[src/hw/rtl/mvsm_pkg.sv]
package mvsm_pkg;

    // Item kinds carried on s_axis_tuser
    localparam logic [2:0] ACT_LOAD  = 3'd0;
    localparam logic [2:0] ACT_START = 3'd1;
    localparam logic [2:0] ACT_GAIN  = 3'd2;
    localparam logic [2:0] ACT_STOP  = 3'd3;
    localparam logic [2:0] ACT_TICK  = 3'd4;
    localparam logic [2:0] ACT_QUERY = 3'd5;

    // Fixed-point format of position and step
    localparam int FRAC_BITS   = 16;
    localparam int OUTPUT_RATE = 11025;
    // Largest step: 65535 * 2^16 / 11025 fits in 20 bits
    localparam int STEP_W      = 20;

    // floor(rate * 2^16 / 11025) == (rate * STEP_K) >> STEP_SHIFT, exact for rate < 110855
    localparam int STEP_SHIFT         = 29;
    localparam logic [31:0] STEP_K    = 32'd3191326267;
    localparam int STEP_PROD_W        = 49;

    // Sample centering and output limits
    localparam logic [7:0] SILENCE = 8'd128;
    localparam int OUT_MAX = 32767;
    localparam int OUT_MIN = -32768;

    // floor(x / 127) == (x * RECIP_K) >> RECIP_SHIFT, exact for x < 4294967
    localparam int RECIP_SHIFT = 29;
    localparam logic [22:0] RECIP_K = 23'd4227331;
    localparam int PROD_W = 46;

    // Controller to datapath commands
    typedef struct packed {
        logic capture;
        logic mem_wr;
        logic start_wr;
        logic gain_wr;
        logic stop_wr;
        logic div_init;
        logic walk_clr;
        logic walk_issue;
        logic out_load;
    } cmd_t;

    // Datapath to controller status
    typedef struct packed {
        logic [2:0] act;
        logic       walk_last;
        logic       pipe_busy;
        logic       out_free;
    } sts_t;

endpackage

[src/hw/rtl/mvsm_ctrl.sv]
module mvsm_ctrl
    import mvsm_pkg::*;
(
    input  logic clk,
    input  logic rst_n,
    input  logic in_valid,
    output logic in_ready,
    input  sts_t sts,
    output cmd_t cmd
);

    localparam logic [2:0] ST_IDLE  = 3'd0;
    localparam logic [2:0] ST_EXEC  = 3'd1;
    localparam logic [2:0] ST_START = 3'd3;
    localparam logic [2:0] ST_WALK  = 3'd4;
    localparam logic [2:0] ST_DRAIN = 3'd5;
    localparam logic [2:0] ST_RES   = 3'd6;

    logic [2:0] state_reg;
    logic [2:0] state_next;

    assign in_ready = (state_reg == ST_IDLE);

    // Next state and command decode
    always_comb
    begin
        state_next = state_reg;
        cmd        = '0;
        case (state_reg)
            ST_IDLE:
            begin
                if (in_valid)
                begin
                    cmd.capture = 1'b1;
                    state_next  = ST_EXEC;
                end
            end
            ST_EXEC:
            begin
                case (sts.act)
                    ACT_LOAD:
                    begin
                        cmd.mem_wr = 1'b1;
                        state_next = ST_IDLE;
                    end
                    ACT_START:
                    begin
                        cmd.div_init = 1'b1;
                        state_next   = ST_START;
                    end
                    ACT_GAIN:
                    begin
                        cmd.gain_wr = 1'b1;
                        state_next  = ST_IDLE;
                    end
                    ACT_STOP:
                    begin
                        cmd.stop_wr = 1'b1;
                        state_next  = ST_IDLE;
                    end
                    ACT_TICK:
                    begin
                        cmd.walk_clr = 1'b1;
                        state_next   = ST_WALK;
                    end
                    ACT_QUERY:
                    begin
                        state_next = ST_RES;
                    end
                    default:
                    begin
                        state_next = ST_IDLE;
                    end
                endcase
            end
            ST_START:
            begin
                cmd.start_wr = 1'b1;
                state_next   = ST_IDLE;
            end
            ST_WALK:
            begin
                cmd.walk_issue = 1'b1;
                if (sts.walk_last)
                begin
                    state_next = ST_DRAIN;
                end
            end
            ST_DRAIN:
            begin
                if (!sts.pipe_busy)
                begin
                    state_next = ST_RES;
                end
            end
            ST_RES:
            begin
                if (sts.out_free)
                begin
                    cmd.out_load = 1'b1;
                    state_next   = ST_IDLE;
                end
            end
            default:
            begin
                state_next = ST_IDLE;
            end
        endcase
    end

    always_ff @(posedge clk or negedge rst_n)
    begin
        if (!rst_n)
        begin
            state_reg <= ST_IDLE;
        end
        else
        begin
            state_reg <= state_next;
        end
    end

endmodule

[config.mk]
export PLATFORM = sky130hd
export DESIGN_NAME = mvsm_ctrl
export DESIGN_NICKNAME = d
export VERILOG_FILES = /design/src/hw/rtl/mvsm_pkg.sv /design/src/hw/rtl/mvsm_ctrl.sv
export SDC_FILE = /design/constraint.sdc
export NUM_CORES = 1
export LEC_CHECK = 0
export BUFFER_PORTS_ARGS = -buffer_cell sky130_fd_sc_hd__buf_2
export CORE_AREA = 2 2 39 41
export CTS_CLUSTER_SIZE = 8
export DETAILED_ROUTE_END_ITERATION = 10
export DIE_AREA = 0 0 41 43
export MAX_ROUTING_LAYER = met4
export PLACE_DENSITY = 0.5
export SKIP_LAST_GASP = 1
export SYNTH_ARGS = -nofsm -noshare
export SYNTH_HDL_FRONTEND = slang
export SYNTH_SLANG_ARGS = --single-unit
export TNS_END_PERCENT = 5
[constraint.sdc]
create_clock -name clk -period 2.93 [get_ports clk]
set_input_delay 0.586 -clock clk [delete_from_list [all_inputs] [get_ports clk]]
set_output_delay 0.586 -clock clk [all_outputs]
set_load 0.1 [all_outputs]
==> results of run 1 <==
==> cell usage after synthesis <==
library cell               count  share of area, %
sky130_fd_sc_hd__nor2_1        5               7.5
sky130_fd_sc_hd__nor3_1        5                10
sky130_fd_sc_hd__dfrtp_1       3                30
sky130_fd_sc_hd__nand2_1       3               4.5
sky130_fd_sc_hd__clkbuf_1      2               3.0
sky130_fd_sc_hd__inv_1         2               3.0
sky130_fd_sc_hd__nand2b_1      2               5.0
sky130_fd_sc_hd__a211oi_1      1               3.0
sky130_fd_sc_hd__a22o_1        1               3.5
sky130_fd_sc_hd__a31oi_1       1               2.5
sky130_fd_sc_hd__and2_1        1               2.5
sky130_fd_sc_hd__and3_1        1               2.5
sky130_fd_sc_hd__mux2i_1       1               4.0
sky130_fd_sc_hd__nor2b_1       1               2.5
sky130_fd_sc_hd__nor2b_2       1               3.5
sky130_fd_sc_hd__nor4_1        1               2.5
sky130_fd_sc_hd__o22ai_1       1               2.5
sky130_fd_sc_hd__o311a_1       1               4.0
sky130_fd_sc_hd__or3b_1        1               3.5
==> power by group through the flow <==
stage / sequential (µW) / combinational [µW] / clock [µW]
final: 116 / 318 / 73.5
after global routing: 120 / 336 / 79.4
after CTS: 114 / 321 / 77.0
after detailed placement: 114 / 320 / 0
after global placement: 117 / 320 / 0
after floorplan: 75.8 / 311 / 0
==> area by class of cell <==
type / instances / area, µm²
Sequential cell: 3 / 75.1
Tap cell: 16 / 20.0
Fill cell: 154 / 1000
Inverter: 2 / 7.51
Multi-Input combinational cell: 27 / 164
Clock buffer: 4 / 26.3
Timing Repair Buffer: 18 / 90.1
==> kinds of logic (layout without fill, tap and decap cells) <==
logic type	Yosys count	count (layout)
buffers and inverters	4	24
muxes	1	1
AOI/OAI and AO/OA	5	5
and+or+nand+nor	21	21
DFF	3	3
==> routing by layer <==
metal,GRT usage (%),share of wire (%),vias to the layer above
met5,-,0,-
met4,4.00,0,0
met3,4.71,7.6,0
met2,10.3,41,12
met1,11.6,51,130
li1,-,-,163
==> path summary, 6_finish.rpt <==
check	endpoint	slack (ns)	cells after the start	start
setup / recovery	cmd[4]	0.43	4	state_reg[0]
hold / removal	state_reg[1]	0.13	1	rst_n
setup reg to reg	state_reg[0]	1.82	2	state_reg[2]
hold reg to reg	state_reg[0]	0.68	1	state_reg[1]
max in group asynchronous	state_reg[0]	2.69	1	rst_n
min in group clk	state_reg[2]	0.59	2	sts[0]
==> metrics by stage <==
stage | utilization [%] | setup TNS, ns
2_1_floorplan | - | -2.59
3_3_place_gp | 25.8 | 0
3_5_place_dp | 25.8 | 0
4_1_cts | 27.7 | 0
5_1_grt | 27.7 | 0
6_report | 27.7 | 0
==> worst reg2reg max path: stages (launching register included) <==
cell and delay, ns:
sky130_fd_sc_hd__dfrtp_1 0.50, sky130_fd_sc_hd__o311a_1 0.40, sky130_fd_sc_hd__nor3_1 0.13
==> impl.org, run 1 <==
** Pwr
- The clock network accounts for about 14% of the total power.
- Combinational power share :: 62.7%
- In this run the power spent charging and discharging nets is 323 µW.
- For this design the ratio of total power to cell area is 1330 nW/µm².
- Part of the power in registers :: 22.8%
- Overall power of the completed layout :: 507 µW
- Cell internal power was estimated by the tool at 184 µW.
- Static leakage :: 0.000208 µW
- In this run switching power makes up 63.7% of total power.
- VDD sags by at most around 0.27 mV.

** STA
- Setup slack closes at 0.425 ns.
- Post-route clock skew :: 0.00668 ns
- Pins Over Slew Limit :: 0
- Setup violations remaining at the end of the flow were counted as 0.
- Setup repair after global routing left no endpoint under its margin.
- On the final layout, the worst hold slack is 0.134 ns.
- Worst slew margin relative to its limit :: 67.8%
- Worst Max-Slew Pin Slew :: 0.487 ns
- The number of hold-slack violations in the final timing report was 0.
- Crit path time final :: 2.50 ns
- The worst path uses between 80 and 90% of the clock period.
- Based on the critical path, the design can be clocked at up to 399 MHz.

** Worst setup path
- Data arrives at the worst endpoint at 1.92 ns.
- In this design, the stage delay of the slowest critical-path cell is 0.47 ns.
- Counting both buffers and inverters, the worst setup path holds a total of 1.
- The signal on the critical path passes through nor2b_2 > or3b_1 > nor3_1 > buf_2.
- Class of the most critical setup path :: reg2out
- CP top delay family :: simple AND/OR/NAND/NOR gates
- Crit path max-delay cell type :: sky130_fd_sc_hd__dfrtp_1
- Worst-path fanout max :: 8
- Data on the critical path is required at its endpoint by 2.34 ns.
- CP endpoint kind :: primary output
- Startpoint type of the worst setup path :: flip-flop

** Final layout
- In the layout the commonest cells are sky130_fd_sc_hd__buf_2 (18), sky130_fd_sc_hd__nor2_1 (5), sky130_fd_sc_hd__nor3_1 (4).
- The register with the most flip-flops in the layout has 3 of them.
- Layout Cell Area excl Fill :: 383 µm²
- Final nets :: 64
- Number of cells in the finished layout apart from fillers :: 70
- Leaving out fill and tap cells, the most frequent cell in the layout is sky130_fd_sc_hd__buf_2.
- Final antenna diode count :: 0
- Synth-to-layout area growth :: 53.8%
- Share of final-layout standard cells stronger than drive strength 1 :: 42.6%

** Logic synthesis
- Area fraction in compound gates after synthesis :: between 10% and 20%
- Share of synthesized cell area in and, or, nand and nor gates :: 44.2%
- Summing every instance area after synthesis gives 249 µm².
- Average size of a mapped cell :: 7.32 µm²
- During synthesis, Yosys emitted a total of 0 warnings.
- The share of the Yosys chip area taken by registers is 30.2%.
- Post-synthesis share of cell area spent on xor and xnor gates :: 0%
- Total of flip-flops plus latches after synthesis :: 3
- After synthesis, the largest family of logic cells by area is simple AND/OR/NAND/NOR gates.
- After Yosys synthesis, full adders, half adders and majority gates account for 0% of the synthesized area.
- The cell count after synthesis came out at 34.
- Yosys mapped the design onto 19 distinct sky130hd cell types.
- Net count of the mapped netlist :: 43
- The portion of synthesized area spent on multiplexers is under 10%.

** Drt
- Routed wire length per instance :: between 9 and 10 µm
- Vias per inst :: 4.36
- The first detailed-routing pass took 4 iterations.
- Once detail routing completed, the nets flagged for antenna violations numbered 0.
- In this run, the number of DRC markers left after iteration 0 of detailed routing was 5.
- Across all layers, the routed design uses 305 vias.
- The final layout contains routed wiring with a total length of 685 µm.
- For this run, design rule violations remaining after detail routing come to 0.

** CTS
- Cts bufs inserted :: 3
- The clock net in this run drives a total of 3 sinks.
- Skew-Pair Late Insertion Delay :: between 0.2 and 0.25 ns
- In this run the deepest clock path goes through 2 buffers.
- In this run, post-CTS repair resized a total of 0 instances.
- Clock tree from TritonCTS :: built
- Hold-fix buffers, CTS :: 0
- In this run the number of H-tree levels came out at 1.
- The root buffer cell chosen for the clock tree is sky130_fd_sc_hd__clkbuf_4.
- Post-CTS Setup Bufs :: 0
- Clock edge transition at the registers on the reported setup and hold paths :: 0.04 ns

** Place
- Buffers placed on the I/O ports in this run total 18.
- In this run, placement finished with an instance count of 66.
- In this run the cell area measured after placement is around 360 µm².
- Routability-driven placement finished with a final weighted congestion of 0.699.
- Summed over all nets, the half-perimeter wirelength after detailed placement is 517 µm.
- Before CTS, the worst setup slack after placement is between 0.6 and 0.7 ns.

** Floorplan
- Measured along the y axis, the die boundary spans approximately 43 µm.
- Pin placement for this block handled 19 I/O pins.
- For this configuration, the core starts out at a cell density of approximately 18%.
- Measured along the x axis, the die boundary spans 41 µm.
- In this run the core area contains 14 standard-cell rows.
- Core footprint :: 1380 µm²
- The die covers ~1800 µm².

** GRT
- Largest net degree at the start of global routing :: 12
- The first global-routing pass estimated 993 µm of wire.
- For this run the aggregate overflow at the end of global routing stands at 0.
- The via count of the first global-routing pass is roughly 240.
- The number of antenna violations at the first check in global routing came to 0.
- Total routing resource utilization after global routing :: 8.65%

** Run
- The tool flagged a number of max-cap violations equal to 0.

** Status
- Status :: complete, no violations

** Hold path
- Class of the tightest hold or removal check :: in2async
(Power assumes the default switching activity.)
==> inputs of run 2 (changes only) <==
- RECOVER_POWER: unset -> 100
==> impl.org, run 2 (synthesis results as in run 1) <==
** STA
- Unrepaired setup endpoints after global routing: no (unchanged).
- The final setup violation count is 0 (unchanged).
- The shortest clock period the worst path allows after layout is 2.55 ns (was 2.50 ns).
- Portion of the clock cycle consumed by the worst path in the final layout :: 87.1% (was 85.5%)
- The number of hold-slack violations in the final timing report was 0 (unchanged).
- Max Fclk :: 392 MHz (was 399 MHz)
- The final number of max-transition violations was 0 (unchanged).
- The slew at the pin closest to its max-slew limit came to 1.16 ns (was 0.487 ns).
- Final TNS setup :: 0 ns (unchanged)
- Post-route clock skew :: 0.00668 ns (about the same)
- The worst hold slack after final layout is 0.142 ns (was 0.134 ns).
- Worst slew margin relative to its limit :: 23.0% (was 67.8%)

** Drt
- The remaining routing DRC violations was 0 (unchanged).
- The number of detailed-route iterations in the first pass is 2 (was 4).
- Routed wire length per instance :: 9.90 µm (was 9.79 µm)
- Remaining antenna violation count after routing :: 0 (unchanged)
- Routed Wire Length :: 693 µm (was 685 µm)
- The post-detailed-route via-to-cell ratio came to 4.33 (was 4.36).
- The number of DRC violations after detailed-routing iteration 0 was 2 (was 5).
- The vias after detailed routing came to 303 (was 305).

** Worst setup path
- The critical path buffer and inverter count came to 1 (unchanged).
- Chain of cells forming the critical path: nor2b_2 > or3b_1 > nor3_1 > clkbuf_2 (was nor2b_2 > or3b_1 > nor3_1 > buf_2).
- The family of cells with the greatest summed delay on the critical path was simple AND/OR/NAND/NOR gates (unchanged).
- WP data arrival :: 1.97 ns (was 1.92 ns)
- The maximum fanout along the worst path is 8 (unchanged).
- Startpoint type of the worst setup path :: flip-flop (unchanged)
- The standard cell with the maximum stage delay on the critical path is sky130_fd_sc_hd__clkbuf_2 (was sky130_fd_sc_hd__dfrtp_1).
- The delay of the slowest cell on the worst path is 0.49 ns (was 0.47 ns).
- CP endpoint kind :: primary output (unchanged)
- The critical path start-end classification is reg2out (unchanged).
- Critical path required time :: 2.34 ns (about the same)

** Pwr
- The internal power component came to 177 µW (was 184 µW).
- Clock group share of total power :: 14.7% (was 14.5%)
- Total power density per cell area :: 1340 nW/µm² (was 1330 nW/µm²)
- Static leakage :: 0.000178 µW (was 0.000208 µW)
- Part of the power in registers :: 23.0% (was 22.8%)
- The fraction of power consumed by combinational cells came to 62.3% (was 62.7%).
- Peak supply drop :: 0.273 mV (was 0.275 mV)
- The switching power came to 324 µW (was 323 µW).
- Switching Share :: 64.7% (was 63.7%)

** Final layout
- The number of flip-flops in the largest register is 3 (unchanged).
- Highest-count cells in the layout ignoring fill and taps :: sky130_fd_sc_hd__clkbuf_1 (8), sky130_fd_sc_hd__buf_2 (6), sky130_fd_sc_hd__nor2_1 (5), sky130_fd_sc_hd__clkbuf_2 (5), sky130_fd_sc_hd__nor3_1 (4) (was sky130_fd_sc_hd__buf_2 (18), sky130_fd_sc_hd__nor2_1 (5), sky130_fd_sc_hd__nor3_1 (4))
- Layout Cell Area excl Fill :: 374 µm² (was 383 µm²)
- Final nets :: 64 (unchanged)
- The fill cell total of the finished layout came to 159 (was 154).
- The number of diodes is 0 (unchanged).
- Most common cell after layout, fill and taps aside :: sky130_fd_sc_hd__clkbuf_1 (was sky130_fd_sc_hd__buf_2)
- Share of final-layout standard cells stronger than drive strength 1 :: 29.6% (was 42.6%)
- Synth-to-layout area growth :: 50.3% (was 53.8%)

** CTS
- The CTS sink count was 3 (unchanged).
- The clock tree root driver cell is sky130_fd_sc_hd__clkbuf_4 (unchanged).
- Hold-fix buffers, CTS :: 0 (unchanged)
- Count of instances resized after the clock tree is built :: 0 (unchanged)
- Maximum buffer depth of the clock tree :: 2 (unchanged)
- The TritonCTS clock tree is built (unchanged).
- Cts bufs inserted :: 3 (unchanged)
- CTS H-tree depth :: 1 (unchanged)
- Skew-Pair Late Insertion Delay :: 0.24 ns (about the same)
- Post-CTS Setup Bufs :: 0 (unchanged)
- Clock edge transition at the registers on the reported setup and hold paths :: 0.04 ns (about the same)

** Place
- The number of buffer cells added on primary ports is 18 (unchanged).
- Post-DP Area :: 357 µm² (unchanged)
- Detailed placer's ending HPWL :: 517 µm (unchanged)
- The placer's final routability congestion estimate is 0.699 (unchanged).

** Run
- The number of maximum-capacitance constraint violations is 0 (unchanged).

** GRT
- The global-route usage over all layers is 8.65% (unchanged).
- Global route total overflow :: 0 (unchanged)
- Vias in the first global route :: 239 (unchanged)
- The number of antenna violations at the first check in global routing is 0 (unchanged).
- The wire length of the first global-routing pass came to 993 µm (unchanged).
- Largest net degree at the start of global routing :: 12 (unchanged)

** Hold path
- Class of the tightest hold or removal check :: in2async (unchanged)

** Floorplan
- I/O pin cnt :: 19 (unchanged)
- The die outline area was 1760 µm² (unchanged).
- Die height :: 43 µm (unchanged)
- DIE WIDTH :: 41 µm (unchanged)
- The initial standard-cell utilization of the core came to 18.0% (unchanged).
- Core footprint :: 1380 µm² (unchanged)
- The number of rows created at floorplan was 14 (unchanged).

** Status
- Status: complete, no violations (unchanged).
[run 2: cell types whose count changed in the layout (fill, tap and decap cells not counted)]
cell / previous run / this run
sky130_fd_sc_hd__buf_2: 18 / 6
sky130_fd_sc_hd__clkbuf_2: 0 / 5
sky130_fd_sc_hd__clkbuf_1: 1 / 8
[run 2: area by class of cell]
type                       instances  area (µm²)  share of cell area, %
tap                               16        20.0                   5.35
timing repair buffer              18        81.3                   21.7
inverter                           2        7.51                   2.01
multi-input combinational         27         164                   43.8
sequential                         3        75.1                   20.1
clock buffer                       4        26.3                   7.02
[run 2: power groups by stage]
stage	logic (µW)	registers, µW	clock network [µW]
2_1_floorplan	311	75.8	0
3_3_place_gp	320	117	0
3_5_place_dp	320	114	0
4_1_cts	321	114	77.0
5_1_grt	329	120	79.4
6_report	312	115	73.5
[run 2: metrics by stage]
stage                     total power [µW]  util (%)  std cells  worst slack [ns]
after floorplan                        387         -         34            -0.753
after global placement                 437      25.8         66             0.645
after detailed placement               433      25.8         66             0.620
after CTS                              512      27.7         70             0.397
after global routing                   529      27.0         70             0.260
final                                  501      27.0         70             0.377
[run 2: worst paths after layout]
kind	endpoint	slack, ns	depth (start not counted)	from
hold reg to reg	state_reg[0]	0.68	1	state_reg[1]
hold / removal	state_reg[1]	0.14	1	rst_n
setup / recovery	cmd[4]	0.38	4	state_reg[0]
min in group clk	state_reg[2]	0.59	2	sts[0]
max in group asynchronous	state_reg[0]	2.63	1	rst_n
setup reg to reg	state_reg[0]	1.82	2	state_reg[2]
[run 2: metal layers]
metal  wire length, µm  vias up  global-route usage (%)
met5                 0        -                       -
li1                  -      164                       -
met2               285       12                    10.3
met3                50        0                    4.71
met4                 0        0                    4.00
met1               358      127                    11.6
